$ cat config.mk
export PLATFORM = sky130hd
export DESIGN_NAME = plbe_front
export DESIGN_NICKNAME = d
export VERILOG_FILES = /design/src/design/plbe_pkg.sv /design/src/design/plbe_front.sv
export SDC_FILE = /design/constraint.sdc
export NUM_CORES = 1
export LEC_CHECK = 0
export ABC_AREA = 1
export BUFFER_PORTS_ARGS = -buffer_cell sky130_fd_sc_hd__buf_2
export CAP_MARGIN = 5
export CORE_AREA = 2 2 98 100
export DETAILED_ROUTE_END_ITERATION = 10
export DIE_AREA = 0 0 100 102
export GPL_TIMING_DRIVEN = 0
export PLACE_DENSITY = 0.68
export SYNTH_ARGS = -nofsm -noshare
export SYNTH_HDL_FRONTEND = slang
export SYNTH_SLANG_ARGS = --single-unit
$ cat constraint.sdc
create_clock -name vclk -period 1.5
set_input_delay 0.15 -clock vclk [all_inputs]
set_output_delay 0.15 -clock vclk [all_outputs]
set_load 0.01 [all_outputs]
$ cat src/design/plbe_pkg.sv
// shared types and constants for the price level book engine
package plbe_pkg;

    localparam int LEVEL_SLOTS_DEF = 1024;
    localparam int ORD_W           = 20;
    localparam int QUEUE_DEPTH     = 4;
    localparam int QUEUE_PTR_W     = 2;

    localparam logic [31:0]      QTY_MAX = 32'hFFFF_FFFF;
    localparam logic [ORD_W-1:0] ORD_MAX = {ORD_W{1'b1}};

    // request type codes
    localparam logic REQ_ADD    = 1'b0;
    localparam logic REQ_REDUCE = 1'b1;

    // side codes
    localparam logic SIDE_SELL = 1'b0;
    localparam logic SIDE_BUY  = 1'b1;

    typedef struct packed {
        logic        req_type;
        logic        buy_side;
        logic [31:0] order_price;
        logic [31:0] share_count;
        logic [7:0]  order_epoch;
        logic        order_done;
    } req_item_t;

    typedef struct packed {
        logic        placed;
        logic [9:0]  level_slot;
        logic [7:0]  current_epoch;
        logic        applied;
        logic        best_buy_valid;
        logic [31:0] best_buy_price;
        logic [31:0] best_buy_quantity;
        logic        best_sell_valid;
        logic [31:0] best_sell_price;
        logic [31:0] best_sell_quantity;
    } rsp_item_t;

    // classified request with the candidate window bases worked out up front
    typedef struct packed {
        req_item_t   item;
        logic [31:0] half_base;
        logic [31:0] quarter_base;
        logic [31:0] upper_base;
    } cmd_t;

    typedef struct packed {
        logic [31:0]      qty;
        logic [ORD_W-1:0] ord;
    } level_t;

endpackage

$ cat src/design/plbe_front.sv
// front part: takes requests and works out the candidate window bases
module plbe_front #(
    parameter int LEVEL_SLOTS = plbe_pkg::LEVEL_SLOTS_DEF
) (
    input  logic                req_valid,
    output logic                req_stall,
    input  plbe_pkg::req_item_t req,
    input  logic                queue_full,
    input  logic                init_busy,
    output logic                push,
    output plbe_pkg::cmd_t      cmd
);

    localparam logic [31:0] SLOT_H  = 32'(LEVEL_SLOTS / 2);
    localparam logic [31:0] SLOT_Q  = 32'(LEVEL_SLOTS / 4);
    localparam logic [31:0] SLOT_3Q = 32'(LEVEL_SLOTS * 3 / 4);

    assign req_stall = queue_full | init_busy;
    assign push      = req_valid & ~req_stall;

    // window base candidates, clamped at zero
    always_comb
    begin
        cmd.item         = req;
        cmd.half_base    = (req.order_price >= SLOT_H)  ? req.order_price - SLOT_H  : '0;
        cmd.quarter_base = (req.order_price >= SLOT_Q)  ? req.order_price - SLOT_Q  : '0;
        cmd.upper_base   = (req.order_price >= SLOT_3Q) ? req.order_price - SLOT_3Q : '0;
    end

endmodule

==> results of run 1 <==
==> per-stage QoR <==
| stage | hold WS [ps] | setup TNS, ps | std cells |
|---|---|---|---|
| 3_5_place_dp | 484 | -32190 | 839 |
| 6_report | 484 | -7110 | 907 |
| 4_1_cts | 484 | -1480 | 884 |
| 2_1_floorplan | 348 | 0 | 525 |
| 5_1_grt | 487 | -11750 | 907 |
| 3_3_place_gp | 483 | -32320 | 839 |
==> power breakdown <==
group	leakage [nW]	internal, W	switching (W)	total [W]
registers	0	0	0	0
clock network	0	0	0	0
logic	3.29	0.000754	0.000727	0.00148
==> timing repair <==
item                       CTS  global route
hold endpoints to repair     0             0
pin swaps                   42            59
buffers inserted            40            25
gates cloned                 5             2
gates resized for setup    174           264
setup endpoints to repair   95            95
==> worst min path at each step <==
stage / from / cells after the start / end / slack (ps)
2_1_floorplan: req[49] / 1 / cmd[40] / 350
3_3_place_gp: req[63] / 2 / cmd[159] / 480
3_5_place_dp: req[63] / 2 / cmd[159] / 480
4_1_cts: req[29] / 2 / cmd[125] / 480
5_1_grt: req[10] / 2 / cmd[106] / 490
6_report: req[31] / 2 / cmd[127] / 480
==> synthesized netlist by cell type, drive strengths merged <==
library cell  count  area share, %
xnor2             1           0.31
nor3b             2           0.53
a21oi            12            2.1
or2               2           0.45
clkinv            2           0.31
nand4             8            1.8
nor3              8            1.4
nor2            139             23
o21ai             7            1.5
nand2           121             17
o21bai            2           0.53
inv              71            9.5
xor2             27            8.4
clkbuf            1           0.18
ha                7            3.1
buf              86             23
nand3            27            5.2
nand3b            2           0.53
==> routing by layer <==
metal,track usage [%],vias to the layer above,share of wire (%)
li1,-,2058,-
met1,24.2,1945,36
met2,40.5,264,51
met3,2.60,57,9.3
met4,5.06,0,4.5
met5,0,-,0
==> layout make-up <==
| cell class | instances | area share, % |
|---|---|---|
| Multi-Input combinational cell | 366 | 45.8 |
| Timing Repair Buffer | 270 | 34.8 |
| Inverter | 73 | 5.07 |
| Tap cell | 111 | 2.21 |
| Buffer | 87 | 12.2 |
==> kinds of logic (layout without fill, tap and decap cells) <==
logic type,count (synthesis),in the layout,synth area share [%]
and+or+nand+nor,309,310,50.6
buffers and inverters,160,430,33.3
xor gates and xnor gates,28,28,8.72
AOI/OAI and AO/OA,21,21,4.18
adders and majority gates,7,7,3.12
==> results.md, run 1 <==
* Max VDD drop at around 0.18 mV
* LEAKAGE at ~3.3 nW
* Sequential-to-total area share from yosys stat at 0%
* Fraction of the cycle the final worst path needs at 109%
* Placer Congestion at about 0.9
* Layout cells sized above 1 at between 60% and 70%
* Dpl hpwl at 8470 µm
* Slew Limit Fails at 0
* Top delay family on crit path: buffers and inverters
* Status: complete, but fails checks
* Clkbuf count at 0
* Final worst path period need at 1630 ps
* Vias in the first global route at 3642
* Fin worst setup slack at -134 ps
* Worst-Margin Slew at ~350 ps
* Failing checks: negative setup slack
* GRT Util Overall at roughly a fifth
* Commonest non-fill, non-tap cell in the layout: buf_2
* Critical Path Source Type: input pin
* DRT Pass-1 Iters at 5
* Hold bufs inserted after CTS at 0
* DR vias at around 4300
* Slew Limit Headroom at 76.8%
* Worst Path Required at approximately 1400 ps
* WL final at about 14000 µm
* Port bufs at 203
* Pre-CTS WS at -536 ps
* Syn avg cell area at about 5.4 µm²
* Netlist cell types at 30
* First-pass GRT wire length at about 17000 µm
* Pin count of the biggest net entering global routing at 11
* Flip-flop and latch area at 0 µm²
* Chip height at about 100 µm
* Initial antenna violation count at 0
* Max cap viols at 0
* Multi-input gate area at between 2000 and 3000 µm²
* Warnings, synthesis at 0
* Total gr overflow at 0
* Die span in x at approximately 100 µm
* F_max at roughly 610 MHz
* DP Area at 3970 µm²
* Initial core utilization at 30.9%
* Hold Crit Class: in -> out
* 1st-iter DRT viols at ~230
* Worst Path Max Fanout at 7
* Most frequent cells in the layout: 135 x buf_2, 118 x buf_4, 84 x nor2_4
* Slowest cell delay on critical path at approximately 170 ps
* Fillcell total at just under 700
* Critical path's slowest cell: buf_12
* Power per cell area at roughly 240 nW/µm²
* Final core occ at between 60 and 70%
* Synthesized area at 2810 µm²
* Post-route ant nets at 0
* Setup crit end: cmd[82]
* Final Net Count at 883
* Syn Inst Count at approximately 530
* Via density at 4.77
* Crit path from: req[51]
* Crit Path Category: in -> out
* Syn nets at 610
* Core Area at 9110 µm²
* I/O pins at between 200 and 300
* Layout area overhead at 124%
* Critical-path cell list: buf_12 -> nor2_4 -> buf_6 -> nand2_4 -> nor2_4 -> nand3_4 -> nor2_4 -> buf_12 -> buf_12 -> a21oi_4 -> buf_2
* Hold Fails Final Rpt at 0
* DIE AREA at around 10000 µm²
* Final Instance Area at roughly 6300 µm²
* Row count at 35
* Number of cells on the critical path at 11
* Total power at ~0.0015 W
* Number of diodes at 0
* Remaining DRCs at 0
* Routed length per instance at roughly 15 µm
* Endpoints failing setup at 84
* Buf/Inv on CP at 5
* Worst Setup End Kind: output pin
* Seq_cells at 0
* Arrival time worst endpoint at between 1000 and 1500 ps
* RSZ-0062 raised after global routing: yes
Note: power is estimated with default switching activity, not from simulation.
==> run 2, diff against run 1 <==
Settings changed: ABC_AREA 1 to 0, CORE_AREA 2 2 98 100 to 2 2 97 99, DIE_AREA 0 0 100 102 to 0 0 99 101, PLACE_DENSITY 0.68 to 0.65, TNS_END_PERCENT from default to 30.
==> run 2 against run 1 <==
Net effect: the run still ends with negative setup slack left; global-route usage increased by 0.14 points; synthesized cell count decreased by 27%; total power is 18% lower; sequential share of layout area unchanged; utilization decreased by 12 points; combinational power fell by 18%; worst hold slack got worse by 0.99 ps; final cell count shrank 15%; final area shrank 19%; setup slack got worse by 240 ps; routed wire length shrank 14%; non-clock buffer count increased by 14; critical endpoint is now cmd[63]; highest routed layer unchanged.
==> results.md, run 2 <==
* Status: complete, but fails checks
* Failing checks: negative setup slack
* Buf/Inv on CP at 5 (unchanged)
* Area leader, netlist: buf_4
* DRT Pass-1 Iters at 4 (-1)
* Sequential-to-total area share from yosys stat at 0% (unchanged)
* Crit path from: req[57]
* Dpl hpwl at 8790 µm (+3.8%)
* Commonest non-fill, non-tap cell in the layout: buf_2
* Most crowded layer after global routing: met2
* Largest cells by area after synthesis: buf_4 23%, xor2_1 11%, nor2_1 9.4%
* GR Util met3 at 1.73% (-0.87 points)
* Worst Setup End Kind: output pin
* Initial core utilization at 27.6% (-3.3 points)
* Number of diodes at 0 (unchanged)
* Final worst path period need at 1880 ps (+241 ps)
* Pint at 0.000623 W (-17%)
* Setup crit end: cmd[63]
* Placer Congestion at 0.846 (-6.0%)
* Most frequent cells in the layout: 184 x buf_2, 132 x buf_4, 48 x nor2_1
* Grt met2 use at 41.2% (+0.73 points)
* DIE AREA at 10000 µm² (-2.0%)
* RSZ-0062 raised after global routing: yes
* Synthesized area at 2480 µm² (-12%)
* LEAKAGE at 2.42 nW (-26%)
* Core Area at 8980 µm² (-1.4%)
* Syn nets at 470 (-23%)
* Worst Path Required at 1350 ps (about the same)
* Max cap viols at 0 (unchanged)
* Critical-path cell list: buf_12 -> nor4_4 -> buf_6 -> buf_4 -> nand4_1 -> buf_6 -> or3_4 -> a21oi_2 -> buf_2
* Fraction of the cycle the final worst path needs at 125% (+16 points)
* Hold Crit Class: in -> out
* Hold bufs inserted after CTS at 0 (unchanged)
* DR vias at 3637 (-16%)
* Chip height at 101 µm (-0.98%)
* Pre-CTS WS at -1050 ps (-519 ps)
* F_max at 533 MHz (-13%)
* Initial antenna violation count at 0 (unchanged)
* Hold Fails Final Rpt at 0 (unchanged)
* Reg power frac at 0% (unchanged)
* Netlist cell types at 36 (+20%)
* Slew Limit Fails at 0 (unchanged)
* Die span in x at 99 µm (-1.0%)
* Critical Path Source Type: input pin
* Arrival time worst endpoint at 1730 ps (+250 ps)
* P_sw at 0.000596 W (-18%)
* Final core occ at 57.0% (-12 points)
* Slew Limit Headroom at 70.1% (-6.7 points)
* Top delay family on crit path: simple AND/OR/NAND/NOR gates
* Max VDD drop at 0.196 mV (+11%)
* Pin count of the biggest net entering global routing at 11 (unchanged)
* Most instantiated cells after synthesis: 76 x buf_4, 62 x nor2_1, 31 x xor2_1
* Port bufs at 193 (-4.9%)
* I/O pins at 251 (unchanged)
* Syn avg cell area at 6.43 µm² (+20%)
* Critical Path Most Common Cell: buf_6
* Remaining DRCs at 0 (unchanged)
* Worst-Margin Slew at 444 ps (+98.4 ps)
* Slowest cell delay on critical path at 360 ps (+190 ps)
* Clock power share at 0% (unchanged)
* Power per cell area at 238 nW/µm² (+1.3%)
* Combinational Power Share at 100.0% (about the same)
* Via density at 4.74 (-0.66%)
* WL final at 12000 µm (-14%)
* Layout area overhead at 107%
* Seq_cells at 0 (unchanged)
* First-pass GRT wire length at 17000 µm (-2.1%)
* Dominant cell by count in the synthesized netlist: buf_4
* Synth top area share at 23.0% (+2.2 points)
* Number of cells on the critical path at 9 (-2)
* Sw frac at 48.9% (-0.19 points)
* 1st-iter DRT viols at 195 (-16%)
* Final Net Count at 744 (-16%)
* Routed length per instance at 15.6 µm (+1.5%)
* Flip-flop and latch area at 0 µm² (unchanged)
* Crit Path Category: in -> out
* Syn Inst Count at 385 (-27%)
* Clkbuf count at 0 (unchanged)
* Layout cells sized above 1 at 70.2% (+0.44 points)
* Worst hold path depth at 2 (unchanged)
* Total gr overflow at 0 (unchanged)
* Total power at 0.00122 W (-18%)
* GRT Util Overall at 21.0% (+0.14 points)
* Post-route ant nets at 0 (unchanged)
* Row count at 35 (unchanged)
* Warnings, synthesis at 0 (unchanged)
* Worst Path Max Fanout at 6 (-1)
* Fin worst setup slack at -376 ps (-241 ps)
* Critical path's slowest cell: or3_4
* Vias in the first global route at 3251 (-11%)
* Inst Count DP at 689 (-18%)
* Final cell count without fillers at 768 (-15%)
* Endpoints failing setup at 96 (+14%)
* Grt met1 use at 25.7% (+1.4 points)
==> run 2: cell types whose count changed in the layout (fill, tap and decap cells not counted), moves of 10 or more <==
| cell | change |
|---|---|
| or3_1 | +11 |
| nand2_1 | -65 |
| inv_2 | -10 |
| a21oi_2 | +18 |
| buf_4 | +14 |
| nand2_4 | -18 |
| buf_2 | +49 |
| nand2_2 | -18 |
| o21ai_0 | +13 |
| nor2_4 | -79 |
| buf_6 | -45 |
| nor2b_1 | +23 |
| inv_1 | -50 |
==> run 2: metal layers <==
metal / share of wire [%] / vias up
li1: - / 1785
met1: 38 / 1687
met2: 54 / 157
met3: 6.4 / 8
met4: 1.0 / 0
met5: 0 / -
==> run 2: worst min path at each step <==
stage / slack, ps / start / end
2_1_floorplan: 350 / req[49] / cmd[40]
3_3_place_gp: 480 / req[60] / cmd[156]
3_5_place_dp: 480 / req[4] / cmd[100]
4_1_cts: 480 / req[4] / cmd[100]
5_1_grt: 490 / req[51] / cmd[147]
6_report: 480 / req[19] / cmd[115]
==> run 2: per-stage QoR <==
step	cell area, µm²	hold WS, ps	setup TNS (ps)
5_1_grt	5120	487	-35640
2_1_floorplan	2650	348	-19320
3_5_place_dp	3750	484	-76480
6_report	5120	483	-29070
3_3_place_gp	3750	485	-75120
4_1_cts	4730	484	-25410
==> run 2: area by class of cell <==
cell class | count | area [µm²]
inverters | 4 | 25.0
multi-input cells | 282 | 2240
repair buffers | 272 | 1820
well taps | 111 | 139
plain buffers | 99 | 895
fillers | 854 | 3860
==> run 2: cell families (layout without fill, tap and decap cells) <==
group / after synthesis / after routing / share of synthesized area, %
fa+ha+maj: 7 / 7 / 3.54
buf+inv: 103 / 375 / 28.0
simple gates: 183 / 183 / 42.5
mux: 2 / 2 / 0.859
xor+xnor: 38 / 38 / 13.4
compound gates: 52 / 52 / 11.7
==> run 2: repair_timing <==
action,in CTS,in global routing
setup buffers,59,15
gates cloned,4,1
resized for setup,108,67
endpoints found under the setup margin,96,96
pin swaps,34,27
==> run 2: power by group through the flow <==
stage | clock, W | combinational (W) | sequential (W)
floorplan | 0 | 0.000610 | 0
global placement | 0 | 0.000973 | 0
detailed placement | 0 | 0.000982 | 0
CTS | 0 | 0.00114 | 0
global route | 0 | 0.00131 | 0
finish | 0 | 0.00122 | 0
