### src/design/plbe_pkg.sv
// shared types and constants for the price level book engine
package plbe_pkg;

    localparam int LEVEL_SLOTS_DEF = 1024;
    localparam int ORD_W           = 20;
    localparam int QUEUE_DEPTH     = 4;
    localparam int QUEUE_PTR_W     = 2;

    localparam logic [31:0]      QTY_MAX = 32'hFFFF_FFFF;
    localparam logic [ORD_W-1:0] ORD_MAX = {ORD_W{1'b1}};

    // request type codes
    localparam logic REQ_ADD    = 1'b0;
    localparam logic REQ_REDUCE = 1'b1;

    // side codes
    localparam logic SIDE_SELL = 1'b0;
    localparam logic SIDE_BUY  = 1'b1;

    typedef struct packed {
        logic        req_type;
        logic        buy_side;
        logic [31:0] order_price;
        logic [31:0] share_count;
        logic [7:0]  order_epoch;
        logic        order_done;
    } req_item_t;

    typedef struct packed {
        logic        placed;
        logic [9:0]  level_slot;
        logic [7:0]  current_epoch;
        logic        applied;
        logic        best_buy_valid;
        logic [31:0] best_buy_price;
        logic [31:0] best_buy_quantity;
        logic        best_sell_valid;
        logic [31:0] best_sell_price;
        logic [31:0] best_sell_quantity;
    } rsp_item_t;

    // classified request with the candidate window bases worked out up front
    typedef struct packed {
        req_item_t   item;
        logic [31:0] half_base;
        logic [31:0] quarter_base;
        logic [31:0] upper_base;
    } cmd_t;

    typedef struct packed {
        logic [31:0]      qty;
        logic [ORD_W-1:0] ord;
    } level_t;

endpackage

### src/design/plbe_queue.sv
// command queue between the front and back parts
module plbe_queue (
    input  logic          clk,
    input  logic          rst_n,
    input  logic          push,
    input  plbe_pkg::cmd_t push_data,
    input  logic          pop,
    output plbe_pkg::cmd_t pop_data,
    output logic          full,
    output logic          empty
);

    plbe_pkg::cmd_t entry_reg [plbe_pkg::QUEUE_DEPTH];
    logic [plbe_pkg::QUEUE_PTR_W-1:0] wr_ptr_reg, wr_ptr_next;
    logic [plbe_pkg::QUEUE_PTR_W-1:0] rd_ptr_reg, rd_ptr_next;
    logic [plbe_pkg::QUEUE_PTR_W:0]   count_reg, count_next;

    assign full     = (count_reg == (plbe_pkg::QUEUE_PTR_W+1)'(plbe_pkg::QUEUE_DEPTH));
    assign empty    = (count_reg == '0);
    assign pop_data = entry_reg[rd_ptr_reg];

    // pointer and fill count
    always_comb
    begin
        wr_ptr_next = wr_ptr_reg;
        rd_ptr_next = rd_ptr_reg;
        count_next  = count_reg;
        if (push)
        begin
            wr_ptr_next = wr_ptr_reg + 1'b1;
        end
        if (pop)
        begin
            rd_ptr_next = rd_ptr_reg + 1'b1;
        end
        if (push && !pop)
        begin
            count_next = count_reg + 1'b1;
        end
        else if (pop && !push)
        begin
            count_next = count_reg - 1'b1;
        end
    end

    always_ff @(posedge clk or negedge rst_n)
    begin
        if (!rst_n)
        begin
            wr_ptr_reg <= '0;
            rd_ptr_reg <= '0;
            count_reg  <= '0;
        end
        else
        begin
            wr_ptr_reg <= wr_ptr_next;
            rd_ptr_reg <= rd_ptr_next;
            count_reg  <= count_next;
        end
    end

    // entry storage
    always_ff @(posedge clk)
    begin
        if (push)
        begin
            entry_reg[wr_ptr_reg] <= push_data;
        end
    end

endmodule

### config.mk
export PLATFORM = sky130hd
export DESIGN_NAME = plbe_queue
export DESIGN_NICKNAME = d
export VERILOG_FILES = /design/src/design/plbe_pkg.sv /design/src/design/plbe_queue.sv
export SDC_FILE = /design/constraint.sdc
export NUM_CORES = 1
export LEC_CHECK = 0
export BUFFER_PORTS_ARGS = -buffer_cell sky130_fd_sc_hd__buf_4
export CORE_MARGIN = 2
export CORE_UTILIZATION = 50
export CTS_CLUSTER_SIZE = 40
export DETAILED_ROUTE_END_ITERATION = 16
export PLACE_DENSITY = 0.71
export SETUP_SLACK_MARGIN = 0.1
export SLEW_MARGIN = 20
export SYNTH_ARGS = -nofsm -noshare
export SYNTH_HDL_FRONTEND = slang
export SYNTH_SLANG_ARGS = --single-unit
### constraint.sdc
create_clock -name clk -period 6.65 [get_ports clk]
set_clock_uncertainty 0.1 [all_clocks]
set_input_delay 1.33 -clock clk [delete_from_list [all_inputs] [get_ports clk]]
set_output_delay 1.33 -clock clk [all_outputs]
set_load 0.02 [all_outputs]
==> impl_metrics.toml, run 1 <==
[outcome]
run_status = "finished, final reports clean"

[setup_path]
crit_fanout = 29
r2r_slack_ns = 4.12
slowest_stage = "dfrtp_4"
cp.required_ns = 5.22
arrival_ns = 2.82
cp_common_cell = "buf_4"
timing.rr.start = "wr_ptr_reg[0]$_DFFE_PN0P_"
endpoint_kind = "output port"
timing.rr.end = "entry_reg[0][77]$_DFFE_PP_"
rr_worst_depth = 4
slowest_delay_ns = 0.71
path_cells = "buf_16, buf_4, mux4_2, buf_4"
start_kind = "register"
worstSetupPathType = "reg2out"

[floorplan]
die_area_mm2 = 0.05192
die_h_um = 227.9
die_w_um = 227.9
coreArea_mm2 = 0.04986
start_util_pct = 50.25
io_pins = 348
num_rows = 82

[synth]
synthFlopType = "edfxtp_1"
async_flop_share_pct = 1.013
synth_edf_count = 684
synthAdderAreaFrac_pct = 0.3296
synth_most_common_cell = "edfxtp_1"
yosys-top-cells-area = "edfxtp_1, mux4_2, dfrtp_1, buf_6, buf_2"
syn-cell-area_mm2 = 0.02506
synth_compound_area_share_pct = 0.01997
synth_top_area_cell = "edfxtp_1"
yosysTopAreaCellShare_pct = 81.97
yosysSeqAreaShare_pct = 82.67
ys_ff_latch = 691
synth_cells = 927
synth_top_family_by_area = "multiplexers"
yosys-top-cells-count = "edfxtp_1, mux4_2, buf_2, buf_6, buf_4"
synth_mux_area_share_pct = 15.41
yosys.area_share.xor_xnor_pct = 0.2097
ys_warn_count = 0
synthSimpleGateAreaFrac_pct = 0.1947
syn_avg_cell_area_um2 = 27.03
ys_types = 20
syn_nets = 1108

[sta]
fin_setup_tns_ns = 0
slew_headroom_pct = 34.23
grt_setup_unrepaired = "no"
finalSetupViolCount = 0
worst_slew_pin_slew_ns = 0.9866
period_share_pct = 63.98
setup_ws_ns = 2.395
min_period_ns = 4.255
finalHoldViolCount = 0
timing.fmax_mhz = 235.0
drv_slew = 0

[clock_network]
cts_setup_buffers = 0
insertion_delay_ns = 0.58
cts_tree = "built"
clock_sinks = 691
cts.reportedPaths.clkPinSlew_ns = 0.06
ctsResizeCount = 0
hold_buffers = 0
cts_root_buf = "clkbuf_16"
h-tree-depth = 3
clockBufferDepth = 3
numCtsBuffers = 69

[place]
dp_cells = 1922
dp_slack_ns = 2.720
dp_hpwl_mm = 28.36
place_congestion = 0.7648
portBuffers = 347

[global_route]
grt_usage_pct = 18.85
grt_max_degree = 91
overflow = 0
grt_pass1_wl_mm = 73.29
grt_pass1_vias = 11960
antenna_found_initial = 4

[routing]
wl_mm = 47.74
drc = 0
drt_pass1_iterations = 4
dr_total_vias = 11050
wl_per_cell_um = 23.35
post_drt_via_cell_ratio = 5.408
drtAntennaViolNets = 0
first_iter_violations = 699

[pwr]
p_int_mw = 9.976
pwr-share-clk_pct = 25.8
netSwitchingFraction_pct = 30.40
p_per_area_mw_per_mm2 = 467.7
p_seq_share_pct = 41.6
vdd_ir_drop_max_uv = 361.7
p_sw_mw = 4.357
power_leakage_nw = 10.40
combPwrFrac_pct = 32.6

[min_path]
whs_path_depth = 1
hp-start = "count_reg[2]$_DFFE_PN0P_"
whs_endpoint = "count_reg[2]$_DFFE_PN0P_"
min_path_type = "reg2reg"

[run]
drv_cap = 0

[final_layout]
nets = 1503
fillCellCount = 3431
drive_gt1_share_pct = 46.09
largest_reg_flops = 684
stdcell_count = 2044
utilization_pct = 61.46
area_growth_pct = 22.29
## metal layers
layer  share of wire, %  up-vias  GRT usage (%)  wire [µm]
met5              0.061        -              0         29
met4                2.5        4          6.904       1188
met3                7.7       77          5.588       3667
met2                 50      304          30.22      24040
met1                 39     5845          24.82      18810
li1                   -     4823              -          -
## how the worst max path moves through the flow
stage                         startpoint                   endpoint  slack (ns)  cells past startpoint
2_1_floorplan                       push  entry_reg[1][0]$_DFFE_PP_        0.78                      1
3_3_place_gp   rd_ptr_reg[0]$_DFFE_PN0P_               pop_data[78]        2.74                      3
3_5_place_dp   rd_ptr_reg[0]$_DFFE_PN0P_              pop_data[162]        2.72                      3
4_1_cts        rd_ptr_reg[0]$_DFFE_PN0P_                pop_data[9]        2.04                      3
5_1_grt        rd_ptr_reg[0]$_DFFE_PN0P_                pop_data[9]        2.18                      4
6_report       rd_ptr_reg[0]$_DFFE_PN0P_                pop_data[9]        2.40                      4
## kinds of logic after synthesis
| family | after synthesis |
|---|---|
| mux | 172 |
| simple gates | 9 |
| buf+inv | 42 |
| xor+xnor | 6 |
| compound gates | 1 |
| flops | 691 |
| fa+ha+maj | 6 |
## critical path, delay by kind of cell, from the launching register on
family	cells	cell delay (ns)
buf+inv	3	0.90
flops	1	0.71
mux	1	0.59
## cell usage in the layout, fill, tap and decap left out, drive strengths merged
cell | Yosys | layout
and2 | 4 | 4
buf | 37 | 362
bufinv | 0 | 5
clkbuf | 1 | 81
clkinv | 0 | 29
clkinvlp | 0 | 2
dfrtp | 7 | 7
diode | 0 | 3
edfxtp | 684 | 684
fa | 1 | 1
ha | 5 | 5
inv | 4 | 5
mux2 | 1 | 1
mux4 | 171 | 171
nand2 | 2 | 2
nor2 | 1 | 1
nor3 | 1 | 1
nor3b | 1 | 1
o21ai | 1 | 1
xnor2 | 2 | 2
xor2 | 4 | 4
## through the flow
step | hold slack (ns) | total power, mW | instance area [µm²]
global route | 0.4048 | 14.95 | 30640
global placement | 0.3727 | 10.76 | 28450
floorplan | 0.3563 | 9.078 | 25060
finish | 0.3905 | 14.33 | 30640
detailed placement | 0.3827 | 10.83 | 28450
CTS | 0.3930 | 14.56 | 30610
## cell type report
class                           instances  area (µm²)  share of cell area (%)
Antenna cell                            3       7.507                 0.02450
Clock buffer                           81        1857                   6.059
Clock inverter                         37       302.8                  0.9881
Inverter                                4       15.01                 0.04900
Multi-Input combinational cell        194        4061                   13.25
Sequential cell                       691       20720                   67.62
Tap cell                              672       840.8                   2.744
Timing Repair Buffer                  362        2838                   9.260
## power by group through the flow
stage | registers [mW] | logic [mW] | clock network [mW]
floorplan | 6.03 | 3.04 | 0
global placement | 6.07 | 4.69 | 0
detailed placement | 6.12 | 4.70 | 0
CTS | 6.04 | 4.72 | 3.80
global route | 6.04 | 4.95 | 3.96
finish | 5.96 | 4.67 | 3.70
No activity file was read; power rests on OpenSTA's default activity.
==> run 2, diff against run 1 <==
- ABC_AREA: not set -> 1
- PLACE_DENSITY: 0.71 -> 0.73
- clock period: 6.65 -> 3.49 ns (I/O delays scaled with it)
==> run 2 against run 1 <==
Sequential power up 88%. Clock-buffer cell count is 13 higher. Core utilization shrank 0.21 points. Die area increased by 9.1%. Largest cell class unchanged.
==> impl_metrics.toml, run 2 <==
[outcome]
run_status = "finished, final reports clean"

[sta]
setup_ws_ns = 0.3422
finalHoldViolCount = 0
min_period_ns = 3.148
worst_slew_pin_slew_ns = 0.9458
finalSetupViolCount = 0
slew_headroom_pct = 36.95
grt_setup_unrepaired = "no"
timing.fmax_mhz = 317.7
drv_slew = 0
period_share_pct = 90.20

[global_route]
grt_pass1_wl_mm = 88.67
overflow = 0
antenna_found_initial = 1
grt_pass1_vias = 16340
grt_usage_pct = 20.29
grt_max_degree = 172

[pwr]
pwr-share-clk_pct = 23.8
p_int_mw = 19.06
p_sw_mw = 10.94
netSwitchingFraction_pct = 36.46
p_per_area_mw_per_mm2 = 906.5
vdd_ir_drop_max_uv = 682.4
combPwrFrac_pct = 38.8
p_seq_share_pct = 37.4
power_leakage_nw = 13.17
finalPower_mw = 30.00

[clock_network]
clock_sinks = 691
clockBufferDepth = 3
insertion_delay_ns = 0.58
cts_root_buf = "clkbuf_16"
h-tree-depth = 3
cts_tree = "built"
cts.reportedPaths.clkPinSlew_ns = 0.06
cts_setup_buffers = 0
numCtsBuffers = 71

[floorplan]
coreArea_mm2 = 0.05403
num_rows = 85
io_pins = 348
start_util_pct = 50.69
die_h_um = 238.0
die_area_mm2 = 0.05666
die_w_um = 238.0

[final_layout]
area_growth_pct = 20.83
layout_commonest_cell = "edfxtp_1"
drive_gt1_share_pct = 20.32
nets = 2576
fillCellCount = 3992
final_cell_mix = "edfxtp_1, nand2_1, buf_4, inv_1, o211ai_1"
largest_reg_flops = 684
num_antenna_cells = 0

[setup_path]
start_kind = "register"
r2r_slack_ns = 1.21
cp.required_ns = 2.69
crit_fanout = 171
endpoint_kind = "output port"
rr_worst_depth = 5
timing.rr.start = "wr_ptr_reg[0]$_DFFE_PN0P_"
worstSetupPathType = "reg2out"
timing.rr.end = "entry_reg[0][82]$_DFFE_PP_"
arrival_ns = 2.35

[synth]
yosysTopAreaCellShare_pct = 75.00
synthFlopType = "edfxtp_1"
synth_cells = 2042
ys_types = 19
syn_avg_cell_area_um2 = 13.41
synth_top_area_cell = "edfxtp_1"
synthAdderAreaFrac_pct = 0.3015
yosys-top-cells-area = "edfxtp_1, o211ai_1, nand2_1, inv_1, buf_2"
synth_most_common_cell = "edfxtp_1"
synth_edf_count = 684
yosysSeqAreaShare_pct = 75.64
synthSimpleGateAreaFrac_pct = 7.287
syn-cell-area_mm2 = 0.02739
synth_top_family_by_area = "compound AO/OA/AOI/OAI gates"
ys_ff_latch = 691
yosys.area_share.xor_xnor_pct = 0.1279
synth_mux_area_share_pct = 0
synth_compound_area_share_pct = 9.393
syn_nets = 2223
yosys-top-cells-count = "edfxtp_1, nand2_1, inv_1, o211ai_1, buf_2"
async_flop_share_pct = 1.013
ys_warn_count = 0

[routing]
drtAntennaViolNets = 0
post_drt_via_cell_ratio = 5.194
dr_total_vias = 16350
wl_mm = 57.59
wl_per_cell_um = 18.30
first_iter_violations = 1001
drt_pass1_iterations = 5
drc = 0

[min_path]
min_path_type = "in2reg"
whs_endpoint = "entry_reg[0][151]$_DFFE_PP_"
whs_path_depth = 1
hp-start = "push_data[151]"

[place]
dp_hpwl_mm = 34.61
dp_slack_ns = 0.8882
place_congestion = 0.8206
portBuffers = 347

[run]
drv_cap = 0
==> run 2: cell types whose count changed after synthesis, sizes merged, moves of 4 or more <==
cell    change
mux4      -171
nand2     +524
and2        -4
o211ai    +342
clkbuf     +18
inv       +350
buf        +58
==> run 2: how the worst max path moves through the flow <==
stage          slack [ns]                         to                       from
3_5_place_dp         0.89               pop_data[21]  rd_ptr_reg[0]$_DFFE_PN0P_
3_3_place_gp         0.97               pop_data[58]  rd_ptr_reg[1]$_DFFE_PN0P_
2_1_floorplan       -0.44  entry_reg[1][0]$_DFFE_PP_                       push
5_1_grt              0.20              pop_data[126]  rd_ptr_reg[1]$_DFFE_PN0P_
4_1_cts              0.22               pop_data[21]  rd_ptr_reg[0]$_DFFE_PN0P_
6_report             0.34              pop_data[126]  rd_ptr_reg[1]$_DFFE_PN0P_
==> run 2: logic make-up after synthesis <==
kind of cell,Yosys count
buf+inv,468
xor+xnor,4
fa+ha+maj,6
compound gates,343
flops,691
simple gates,530
==> run 2: through the flow <==
step	cells	instance area, µm²	TNS, ns	hold slack [ns]	util [%]
3_3_place_gp	3017	30880	0	0.3816	57.16
6_report	3147	33090	0	0.2048	61.25
4_1_cts	3147	33090	0	0.1598	61.24
2_1_floorplan	2042	27450	-297.75	0.3024	-
3_5_place_dp	3017	30880	0	0.4008	57.16
5_1_grt	3147	33090	0	0.1690	61.25
==> run 2: layer usage <==
| metal | share of wire, % | wire length [µm] | up-vias | global-route usage [%] |
|---|---|---|---|---|
| met1 | 40 | 22940 | 8010 | 24.16 |
| met2 | 50 | 29080 | 399 | 35.53 |
| met5 | 0.021 | 12 | - | 0 |
| met3 | 7.5 | 4307 | 93 | 6.189 |
| met4 | 2.2 | 1249 | 2 | 6.098 |
| li1 | - | - | 7843 | - |
==> run 2: power groups by stage <==
stage / combinational (mW) / sequential (mW) / clock (mW)
global placement: 11.5 / 11.3 / 0
finish: 11.6 / 11.2 / 7.13
detailed placement: 11.7 / 11.4 / 0
CTS: 11.8 / 11.2 / 7.28
global route: 12.6 / 11.3 / 7.59
floorplan: 7.19 / 11.4 / 0
==> run 2: layout make-up <==
| cell class | count | area, µm² | area share [%] |
|---|---|---|---|
| multi-input cells | 883 | 4716 | 14.25 |
| clock inverters | 35 | 267.8 | 0.8091 |
| inverters | 354 | 1349 | 4.076 |
| flip-flops and latches | 691 | 20720 | 62.62 |
| well taps | 696 | 870.8 | 2.632 |
| repair buffers | 394 | 3239 | 9.789 |
| clock buffers | 94 | 1927 | 5.823 |
==> run 2: timing repair <==
| item | in CTS | in global routing |
|---|---|---|
| endpoints found under the hold margin | 7 | 0 |
| hold buffers | 1 | 0 |
| setup endpoints to repair | 0 | 1 |
| resized for setup | 0 | 1 |
==> run 2: critical path, cell delays in order, from the launching register on <==
cell	delay, ns
dfrtp_4	0.45
buf_12	0.69
o211ai_1	0.23
nand2_1	0.17
buf_4	0.16
==> run 3, diff against run 2 <==
--- a/constraint.sdc
+++ b/constraint.sdc
@@ -4,2 +4,2 @@
 set_output_delay 0.698 -clock clk [all_outputs]
-set_load 0.02 [all_outputs]
+set_load 0.01 [all_outputs]
==> run 3 against run 2 <==
Via count grew 0.87%. Largest power group is now registers. Sequential power is essentially flat. Register-to-register slack gained 0.18 ns.
==> impl_metrics.toml, run 3 (same netlist as run 2, synthesis figures left out) <==
[outcome]
run_status = "finished, final reports clean"

[sta]
slew_headroom_pct = 34.13
timing.fmax_mhz = 313.1
whs_ns = 0.1867
min_period_ns = 3.194
worst_slew_pin_slew_ns = 0.9880
drv_slew = 0
finalSetupViolCount = 0
period_share_pct = 91.51
setup_ws_ns = 0.2964
finalHoldViolCount = 0
fin_setup_tns_ns = 0
grt_setup_unrepaired = "no"

[routing]
post_drt_via_cell_ratio = 5.221
wl_per_cell_um = 18.13
first_iter_violations = 1045
drtAntennaViolNets = 0
wl_mm = 57.26
dr_total_vias = 16490
drc = 0
drt_pass1_iterations = 6

[place]
dp_cells = 3029
dp_hpwl_mm = 34.85
place_congestion = 0.7873
dp_slack_ns = 0.9250
portBuffers = 347

[pwr]
netSwitchingFraction_pct = 33.72
p_sw_mw = 9.842
combPwrFrac_pct = 36.5
vdd_ir_drop_max_uv = 839.9
pwr-share-clk_pct = 25.0
p_per_area_mw_per_mm2 = 875.2
power_leakage_nw = 13.30
p_seq_share_pct = 38.5
finalPower_mw = 29.19
p_int_mw = 19.35

[clock_network]
cts_root_buf = "clkbuf_16"
clockBufferDepth = 3
h-tree-depth = 3
cts.reportedPaths.clkPinSlew_ns = 0.06
cts_setup_buffers = 0
ctsResizeCount = 0
numCtsBuffers = 72
cts_tree = "built"
clock_sinks = 691
insertion_delay_ns = 0.60

[setup_path]
slowest_stage = "dfrtp_4"
cp.required_ns = 2.69
worst-path-buf-inv = 3
start_kind = "register"
endpoint_kind = "output port"
path_cells = "buf_12, buf_12, nand2_1, o211ai_1, nand2_1, buf_4"
crit_family = "buffers and inverters"
slowest_delay_ns = 0.70
crit_fanout = 63
worstSetupPathType = "reg2out"
arrival_ns = 2.40

[final_layout]
nets = 2589
final_cell_mix = "edfxtp_1, nand2_1, buf_4, inv_1, o211ai_1"
num_antenna_cells = 0
stdcell_count = 3158
drive_gt1_share_pct = 20.80
layout_commonest_cell = "edfxtp_1"
largest_reg_flops = 684
area_growth_pct = 21.78

[floorplan]
die_w_um = 238.0
io_pins = 348
num_rows = 85
start_util_pct = 50.69
die_area_mm2 = 0.05666
coreArea_mm2 = 0.05403
die_h_um = 238.0

[global_route]
grt_max_degree = 172
grt_pass1_vias = 16350
antenna_found_initial = 1
grt_usage_pct = 20.12
overflow = 0
grt_pass1_wl_mm = 88.33

[min_path]
min_path_type = "in2reg"

[run]
drv_cap = 0
[run 3: cell count changes in the layout (fill, tap and decap cells not counted), sizes merged]
cell      before  now
buf          393  405
bufinv         3    5
clkbuf        94   93
clkinv        25   24
clkinvlp       7    6
[run 3: worst register-to-register path: cells and delay by family, from the launching register on]
| family | cells | cell delay (ns) |
|---|---|---|
| flip-flops | 1 | 0.40 |
| adder cells (fa/ha/maj) | 1 | 0.23 |
| AND/OR/NAND/NOR | 1 | 0.08 |
| buffers and inverters | 3 | 0.89 |
[run 3: final cells by class]
cell class	count	area, µm²
Fill cell	3943	20670
Multi-Input combinational cell	883	4716
Inverter	354	1349
Clock buffer	93	1912
Tap cell	696	870.8
Clock inverter	35	345.3
Sequential cell	691	20720
Timing Repair Buffer	406	3438
[run 3: worst paths after layout]
check,from,to,slack (ns),cells past startpoint
worst max-delay path,rd_ptr_reg[0]$_DFFE_PN0P_,pop_data[49],0.30,6
worst min-delay path,push_data[66],entry_reg[2][66]$_DFFE_PP_,0.19,1
worst max register to register,wr_ptr_reg[0]$_DFFE_PN0P_,entry_reg[2][74]$_DFFE_PP_,1.39,5
worst min register to register,count_reg[2]$_DFFE_PN0P_,count_reg[2]$_DFFE_PN0P_,0.42,2
max in group asynchronous,rst_n,rd_ptr_reg[1]$_DFFE_PN0P_,2.78,2
min in group asynchronous,rst_n,count_reg[2]$_DFFE_PN0P_,0.36,2
[run 3: power groups by stage]
stage / logic, mW / clock network (mW) / registers [mW]
after floorplan: 6.00 / 0 / 11.4
after global placement: 10.5 / 0 / 11.4
after detailed placement: 10.7 / 0 / 11.4
after CTS: 10.8 / 7.45 / 11.3
after global routing: 11.7 / 7.79 / 11.4
final: 10.6 / 7.30 / 11.2
[run 3: metal layers]
metal | track usage (%) | routed length [µm]
met1 | 25.41 | 23250
met2 | 33.87 | 28250
met3 | 5.310 | 4466
met4 | 6.856 | 1274
met5 | 0 | 16
[run 3: timing repair]
| item | 4_1_cts | 5_1_grt |
|---|---|---|
| endpoints found under the hold margin | 7 | 0 |
| hold buffers | 1 | 0 |
| endpoints found under the setup margin | 0 | 0 |
[run 3: metrics by stage]
stage                     util [%]  cell area (µm²)
after floorplan                  -            27450
after global placement       57.54            31090
after detailed placement     57.54            31090
after CTS                    61.73            33350
after global routing         61.73            33350
final                        61.73            33350
